==> config.mk <==
export PLATFORM = sky130hd
export DESIGN_NAME = romaji_word_tokenizer_top
export DESIGN_NICKNAME = d
export VERILOG_FILES = /design/src/hdl/rwt_pkg.sv /design/src/hdl/rwt_lexer.sv /design/src/hdl/rwt_token.sv /design/src/hdl/romaji_word_tokenizer_top.sv
export SDC_FILE = /design/constraint.sdc
export NUM_CORES = 1
export LEC_CHECK = 0
export ABC_AREA = 1
export ABC_CLOCK_PERIOD_IN_PS = 5000
export BUFFER_PORTS_ARGS = -buffer_cell sky130_fd_sc_hd__clkbuf_2
export CAP_MARGIN = 20
export CORE_MARGIN = 1.5
export CORE_UTILIZATION = 50
export DETAILED_ROUTE_END_ITERATION = 6
export GPL_ROUTABILITY_DRIVEN = 0
export PLACE_DENSITY = 0.76
export SLEW_MARGIN = 20
export SYNTH_ARGS = -nofsm -noshare
export SYNTH_HDL_FRONTEND = slang
export SYNTH_SLANG_ARGS = --single-unit
export TNS_END_PERCENT = 20
==> constraint.sdc <==
create_clock -name clk_i -period 5 [get_ports clk_i]
set_clock_uncertainty 0.1 [all_clocks]
set_input_delay 0.5 -clock clk_i [delete_from_list [all_inputs] [get_ports clk_i]]
set_output_delay 0.5 -clock clk_i [all_outputs]
set_load 0.005 [all_outputs]
==> src/hdl/rwt_pkg.sv <==
// Shared types, token codes and reserved-word table for the romaji tokenizer
`timescale 1ns / 1ps

package rwt_pkg;

  localparam int unsigned POS_LIMIT_DEF = 16;
  localparam int unsigned NUM_RES       = 19;
  localparam int unsigned KW_MAX_LEN    = 12;
  localparam int unsigned KW_BITS       = KW_MAX_LEN * 8;
  localparam int unsigned EOFM_IDX      = 18;

  typedef enum logic [3:0] {
    TOK_WORD1       = 4'd0,
    TOK_WORD2       = 4'd1,
    TOK_VERB        = 4'd2,
    TOK_VERBNEG     = 4'd3,
    TOK_VERBPAST    = 4'd4,
    TOK_VERBPASTNEG = 4'd5,
    TOK_IS          = 4'd6,
    TOK_WAS         = 4'd7,
    TOK_OBJECT      = 4'd8,
    TOK_SUBJECT     = 4'd9,
    TOK_DESTINATION = 4'd10,
    TOK_PRONOUN     = 4'd11,
    TOK_CONNECTOR   = 4'd12,
    TOK_PERIOD      = 4'd13,
    TOK_ERROR       = 4'd14,
    TOK_EOFM        = 4'd15
  } token_e;

  // Words are right-justified: first char sits in the highest used byte
  localparam logic [KW_BITS-1:0] KW_TEXT [NUM_RES] = '{
    "masu", "masen", "mashita", "masendeshita", "desu", "deshita",
    "o", "wa", "ni", "watashi", "anata", "kare", "kanojo", "sore",
    "mata", "soshite", "shikashi", "dakara", "eofm"
  };

  localparam logic [3:0] KW_LEN [NUM_RES] = '{
    4'd4, 4'd5, 4'd7, 4'd12, 4'd4, 4'd7, 4'd1, 4'd2, 4'd2, 4'd7,
    4'd5, 4'd4, 4'd6, 4'd4, 4'd4, 4'd7, 4'd8, 4'd6, 4'd4
  };

  localparam token_e KW_TOK [NUM_RES] = '{
    TOK_VERB, TOK_VERBNEG, TOK_VERBPAST, TOK_VERBPASTNEG, TOK_IS, TOK_WAS,
    TOK_OBJECT, TOK_SUBJECT, TOK_DESTINATION, TOK_PRONOUN, TOK_PRONOUN,
    TOK_PRONOUN, TOK_PRONOUN, TOK_PRONOUN, TOK_CONNECTOR, TOK_CONNECTOR,
    TOK_CONNECTOR, TOK_CONNECTOR, TOK_EOFM
  };

  // Word status after the current character, lexer to token stage
  typedef struct packed {
    logic [NUM_RES-1:0] hit;        // still matching and full length reached
    logic               syl_ok;     // recognizer ends on a vowel or final n
    logic               dot_first;  // word opened with '.'
    logic               upper_last; // current char is 'I' or 'E'
  } word_stat_t;

endpackage

==> src/hdl/rwt_lexer.sv <==
// Per-word state: syllable recognizer, reserved-word mask, position counter
`timescale 1ns / 1ps

module rwt_lexer #(
  parameter int unsigned PosLimit = rwt_pkg::POS_LIMIT_DEF
) (
  input  logic                clk_i,
  input  logic                rst_ni,
  input  logic                acc_i,
  input  logic [7:0]          ch_i,
  input  logic                word_end_i,
  output rwt_pkg::word_stat_t stat_o
);
  import rwt_pkg::*;

  localparam int unsigned PosW = $clog2(PosLimit + 1);

  typedef enum logic [3:0] {
    ST_START  = 4'd0,
    ST_CONS   = 4'd2,
    ST_T      = 4'd3,
    ST_S_MID  = 4'd4,
    ST_S      = 4'd5,
    ST_C      = 4'd6,
    ST_GLIDE  = 4'd8,
    ST_VOWEL  = 4'd9,
    ST_N      = 4'd10,
    ST_REJECT = 4'd11
  } dfa_e;

  dfa_e               dfa_q, dfa_d;
  logic               first_q;
  logic               dot_q, dot_d;
  logic [PosW-1:0]    pos_q, pos_d;
  logic [NUM_RES-1:0] mask_q, mask_d;

  logic is_vowel, is_dwzyj, is_bghkmpr;

  assign is_vowel = (ch_i == "a") || (ch_i == "i") || (ch_i == "u") ||
                    (ch_i == "e") || (ch_i == "o") || (ch_i == "I") ||
                    (ch_i == "E");
  assign is_dwzyj = (ch_i == "d") || (ch_i == "w") || (ch_i == "z") ||
                    (ch_i == "y") || (ch_i == "j");
  assign is_bghkmpr = (ch_i == "b") || (ch_i == "g") || (ch_i == "h") ||
                      (ch_i == "k") || (ch_i == "m") || (ch_i == "p") ||
                      (ch_i == "r");

  always_comb begin
    dfa_d = ST_REJECT;
    unique case (dfa_q)
      ST_START, ST_N: begin
        if (is_vowel)                         dfa_d = ST_VOWEL;
        else if (ch_i == "c")                 dfa_d = ST_C;
        else if (ch_i == "s")                 dfa_d = ST_S;
        else if (ch_i == "t")                 dfa_d = ST_T;
        else if (is_dwzyj)                    dfa_d = ST_GLIDE;
        else if (is_bghkmpr || ch_i == "n")   dfa_d = ST_CONS;
      end
      ST_CONS: begin
        if (is_vowel)            dfa_d = ST_VOWEL;
        else if (ch_i == "y")    dfa_d = ST_GLIDE;
      end
      ST_T: begin
        if (is_vowel)            dfa_d = ST_VOWEL;
        else if (ch_i == "s")    dfa_d = ST_GLIDE;
      end
      ST_S_MID, ST_S: begin
        if (is_vowel)            dfa_d = ST_VOWEL;
        else if (ch_i == "h")    dfa_d = ST_GLIDE;
      end
      ST_C: begin
        if (ch_i == "h")         dfa_d = ST_GLIDE;
      end
      ST_GLIDE: begin
        if (is_vowel)            dfa_d = ST_VOWEL;
      end
      ST_VOWEL: begin
        if (is_vowel)            dfa_d = ST_VOWEL;
        else if (ch_i == "n")    dfa_d = ST_N;
        else if (is_bghkmpr)     dfa_d = ST_CONS;
        else if (is_dwzyj)       dfa_d = ST_GLIDE;
        else if (ch_i == "t")    dfa_d = ST_T;
        else if (ch_i == "s")    dfa_d = ST_S_MID;
        else if (ch_i == "c")    dfa_d = ST_C;
      end
      default: dfa_d = ST_REJECT;
    endcase
  end

  // Reserved-word compare at the current position, one lane per word
  always_comb begin
    logic [3:0]         sel;
    logic [KW_BITS-1:0] shifted;
    for (int i = 0; i < NUM_RES; i++) begin
      sel       = KW_LEN[i] - 4'(pos_q) - 4'd1;
      shifted   = KW_TEXT[i] >> {sel, 3'b000};
      mask_d[i] = mask_q[i] && (pos_q < PosW'(KW_LEN[i])) && (shifted[7:0] == ch_i);
    end
  end

  // Saturating count of characters seen, including this one
  assign pos_d = (pos_q == PosW'(PosLimit)) ? pos_q : pos_q + PosW'(1);
  assign dot_d = first_q ? (ch_i == ".") : dot_q;

  always_comb begin
    for (int i = 0; i < NUM_RES; i++) begin
      stat_o.hit[i] = mask_d[i] && (pos_d == PosW'(KW_LEN[i]));
    end
    stat_o.syl_ok     = (dfa_d == ST_VOWEL) || (dfa_d == ST_N);
    stat_o.dot_first  = dot_d;
    stat_o.upper_last = (ch_i == "I") || (ch_i == "E");
  end

  always_ff @(posedge clk_i or negedge rst_ni) begin
    if (!rst_ni) begin
      dfa_q   <= ST_START;
      first_q <= 1'b1;
      dot_q   <= 1'b0;
      pos_q   <= '0;
      mask_q  <= '1;
    end else if (acc_i) begin
      if (word_end_i) begin
        dfa_q   <= ST_START;
        first_q <= 1'b1;
        dot_q   <= 1'b0;
        pos_q   <= '0;
        mask_q  <= '1;
      end else begin
        dfa_q   <= dfa_d;
        first_q <= 1'b0;
        dot_q   <= dot_d;
        pos_q   <= pos_d;
        mask_q  <= mask_d;
      end
    end
  end

endmodule

==> src/hdl/rwt_token.sv <==
// Token classification at word end and the output register
`timescale 1ns / 1ps

module rwt_token (
  input  logic                clk_i,
  input  logic                rst_ni,
  input  logic                req_i,
  input  rwt_pkg::word_stat_t stat_i,
  output logic                space_o,
  output logic                out_valid_o,
  input  logic                out_ready_i,
  output logic [3:0]          token_type_o
);
  import rwt_pkg::*;

  token_e tok_d, tok_q;
  logic   valid_q;

  always_comb begin
    token_e kw_tok;
    kw_tok = stat_i.upper_last ? TOK_WORD2 : TOK_WORD1;
    // Lowest index wins among the reserved words
    for (int i = NUM_RES - 1; i >= 0; i--) begin
      if (stat_i.hit[i]) kw_tok = KW_TOK[i];
    end
    priority if (stat_i.hit[EOFM_IDX]) tok_d = TOK_EOFM;
    else if (stat_i.dot_first)         tok_d = TOK_PERIOD;
    else if (!stat_i.syl_ok)           tok_d = TOK_ERROR;
    else                               tok_d = kw_tok;
  end

  assign space_o      = !valid_q || out_ready_i;
  assign out_valid_o  = valid_q;
  assign token_type_o = tok_q;

  always_ff @(posedge clk_i or negedge rst_ni) begin
    if (!rst_ni) begin
      valid_q <= 1'b0;
      tok_q   <= TOK_WORD1;
    end else if (req_i) begin
      valid_q <= 1'b1;
      tok_q   <= tok_d;
    end else if (out_ready_i) begin
      valid_q <= 1'b0;
    end
  end

endmodule

==> src/hdl/romaji_word_tokenizer_top.sv <==
// Romaji word tokenizer top level
//
// Takes one character per request; word_end_i flags the last character of
// a word, and that request produces one token. The syllable recognizer
// and all 19 reserved-word compares run in parallel against the per-word
// registers, and the token lands in the output register in the cycle
// after the final character. A new character is taken every cycle as
// long as the output register is empty or being drained, so throughput
// is one character per clock.
`timescale 1ns / 1ps

module romaji_word_tokenizer_top #(
  parameter int unsigned PosLimit = rwt_pkg::POS_LIMIT_DEF
) (
  input  logic       clk_i,
  input  logic       rst_ni,
  input  logic       in_valid_i,
  output logic       in_ready_o,
  input  logic [7:0] ch_i,
  input  logic       word_end_i,
  output logic       out_valid_o,
  input  logic       out_ready_i,
  output logic [3:0] token_type_o
);
  import rwt_pkg::*;

  logic       acc;
  word_stat_t stat;

  assign acc = in_valid_i && in_ready_o;

  rwt_lexer #(
    .PosLimit(PosLimit)
  ) u_lexer (
    .clk_i      (clk_i),
    .rst_ni     (rst_ni),
    .acc_i      (acc),
    .ch_i       (ch_i),
    .word_end_i (word_end_i),
    .stat_o     (stat)
  );

  rwt_token u_token (
    .clk_i        (clk_i),
    .rst_ni       (rst_ni),
    .req_i        (acc && word_end_i),
    .stat_i       (stat),
    .space_o      (in_ready_o),
    .out_valid_o  (out_valid_o),
    .out_ready_i  (out_ready_i),
    .token_type_o (token_type_o)
  );

endmodule

==> results.ini <==
[power]
p_leak_uw=0.002565
p_int_uw=919.0
peakVddDrop_v=0.0001857
power.density_nw_per_um2=386.7
swShare=0.5445
seqPwrFrac=0.198
p_comb_frac=0.665
switchingPower_uw=1098
p_clk_frac=0.137

[critical_path]
path_common_cell=nand2_1
slowest_delay_ns=0.79
worstPathCellList=inv_2, ha_1, nor2_2, nand2_1, inv_2, nand2_1, o21ai_0, nor2_1, nand3b_1, a21oi_1, nor2_1, o21ai_0, nor2_1, nand2_1, nor2_1, nand2_1, nand2_1, nand2_1, a21boi_1
worstPathMaxFanout=19
worstSetupPathDepth=19
cp.required_ns=5.14
r2r-end=u_token.token_type_o[2]$_DFFE_PN0P_
rr_worst_depth=19
cp-endpoint=u_token.token_type_o[2]$_DFFE_PN0P_
crit_family=simple AND/OR/NAND/NOR gates
r2r_start=u_lexer.pos_q[2]$_DFFE_PN0P_
cp-startpoint=u_lexer.pos_q[2]$_DFFE_PN0P_
cp-start-kind=register
ff2ff_setup_slack_ns=0.94
setup.worst_path.end_class=register
worstSetupPathType=register to register
crit_buf_inv=2
worstPathArrival_ns=4.19
slowest_stage=dfrtp_1

[cells_and_area]
layout_common_cells=nand2_1, nor2_1, inv_1
antennaDiodeCount=0
stdcell_count=984
synthToLayoutAreaGrowth_pct=4.328
drive_gt1_frac=0.1069
final_nets=881
final_common_cell=nand2_1
nFillCells=1046

[yosys]
avgSynthCellArea_um2=5.849
syn_nets=886
yosysWarnings=0
synthCells=855
synth.distinct_cells=54
ys.flop_type=dfstp_2
yosysSeqAreaShare=0.1801
syn-cell-area_um2=5001
synth-async-reset-ratio=1.000
yosys_register_bits=35
synth-edff-count=0

[floorplanning]
core_um2=9729
die_w_um=103.0
num_rows=36
fp.dieArea_um2=10610
chipHeight_um=103.0
start_util=0.5140
boundaryPins=19

[sta]
final-setup-viol-count=0
maxSlewHeadroom=0.3426
period_share=0.8115
tightest_slew_ns=0.9861
worst_slack_ns=0.9427
final_max_slew_viol_count=0
period_needed_ns=4.057
rsz0062_at_grt=no
hold_viol=0
fmax_mhz=246.5
tns_ns=0

[clocking]
ctsResizeCount=0
numCtsBuffers=5
clockBufferDepth=2
clk_latency_ns=0.30
post_cts_buffers=0
cts.sinks=35
htreeDepth=2
cts_hold_buf=0
clk_pin_slew_ns=0.09
cts_tree=yes
cts-root-buf=clkbuf_8

[detailed_routing]
drc=0
met2_length_um=7273
ant_nets=0
wl_met1_um=6979
avgViaCountPerCell=6.154
dr.pass1.iters=6
routedWlPerCell_um=17.58
top_layer_used=met4
drtIter0Drc=637
route.met3.wl_um=2035
routed_wl_um=17300
vias=6056

[hold_path]
hp-class=input pin to asynchronous set/reset pin

[place]
post-place-ws_ns=1.096
dpl.cell_count=976
port_buffers=18
dp_hpwl_um=12410

[grt]
grt_max_degree=36
gr-usage-all-layers=0.3400
antenna_found_initial=0
grt_pass1_vias=5487
grt_pass1_wl_um=27570
overflow=0

[run]
cap_violations=0

[run_status]
status=completed

## cell type report
type / count / area [um^2] / share of cell area
clock buffers: 5 / 68.82 / 0.01319
clock inverters: 3 / 43.79 / 0.008393
inverters: 104 / 392.9 / 0.07530
multi-input cells: 682 / 3525 / 0.6755
flip-flops and latches: 35 / 900.9 / 0.1727
well taps: 133 / 166.4 / 0.03189
repair buffers: 22 / 120.1 / 0.02302
## state kept, by name, indices dropped and copies added, names as in the netlist
signal	cells
u_lexer.mask_q	19
u_token.token_type_o	4
u_lexer.pos_q	5
u_token.out_valid_o	1
u_lexer.dfa_q	4
u_lexer.first_q	1
u_lexer.dot_q	1
## how the worst min path moves through the flow
stage                                         end  slack (ns)  cells after the start
global placement    u_lexer.mask_q[3]$_DFFE_PN1P_        0.36                      2
CTS                  u_lexer.pos_q[1]$_DFFE_PN0P_        0.28                      1
finish               u_lexer.dfa_q[2]$_DFFE_PN0P_        0.25                      1
global route         u_lexer.pos_q[2]$_DFFE_PN0P_        0.32                      1
floorplan            u_lexer.dfa_q[0]$_DFFE_PN0P_        0.10                      0
detailed placement  u_lexer.mask_q[3]$_DFFE_PN1P_        0.37                      2
## power by group through the flow
stage          Clock (uW)  Sequential, uW  Combinational [uW]
5_1_grt               291             404                1490
4_1_cts               278             397                1300
3_5_place_dp            0             402                1290
2_1_floorplan           0             379                1050
3_3_place_gp            0             400                1290
6_report              277             399                1340
## layer usage
layer / up-vias / track usage
li1: 2836 / -
met1: 2717 / 0.4548
met2: 407 / 0.5147
met3: 96 / 0.06576
met4: 0 / 0.1881
met5: - / 0
## metrics by stage
stage          instance area [um^2]    util  total power, uW  hold WS [ns]
6_report                       5218  0.5363             2017        0.2473
5_1_grt                        5218  0.5363             2187        0.3166
4_1_cts                        5218  0.5363             1974        0.2764
3_5_place_dp                   5105  0.5247             1694        0.3748
3_3_place_gp                   5105  0.5247             1689        0.3632
2_1_floorplan                  5001       -             1426        0.1044
## cell families (layout without fill, tap and decap cells)
group | count (synthesis) | count (layout) | share of synthesized area
xor gates and xnor gates | 25 | 25 | 0.04528
DFF | 35 | 35 | 0.1801
buffers and inverters | 138 | 134 | 0.1151
AOI/OAI and AO/OA | 120 | 120 | 0.1454
and+or+nand+nor | 519 | 519 | 0.4691
adders and majority gates | 18 | 18 | 0.04503
## synthesized netlist by cell type, types with 11 or more instances
cell      instances  area [um^2]
nand3_1          80        400.4
dfstp_2          20        525.5
nand2_2          11        68.82
xor2_1           23        201.4
nand4_1          30        187.7
clkbuf_1         11        41.29
nand2_1         219        822.0
dfrtp_1          15        375.4
inv_1            91        341.6
o21ai_0          36        180.2
ha_1             18        225.2
nor4_1           16        100.1
a21oi_1          28        140.1
nor3_1           28        140.1
nor2_1          112        420.4
buf_2            14        70.07
(Power assumes the default switching activity.)
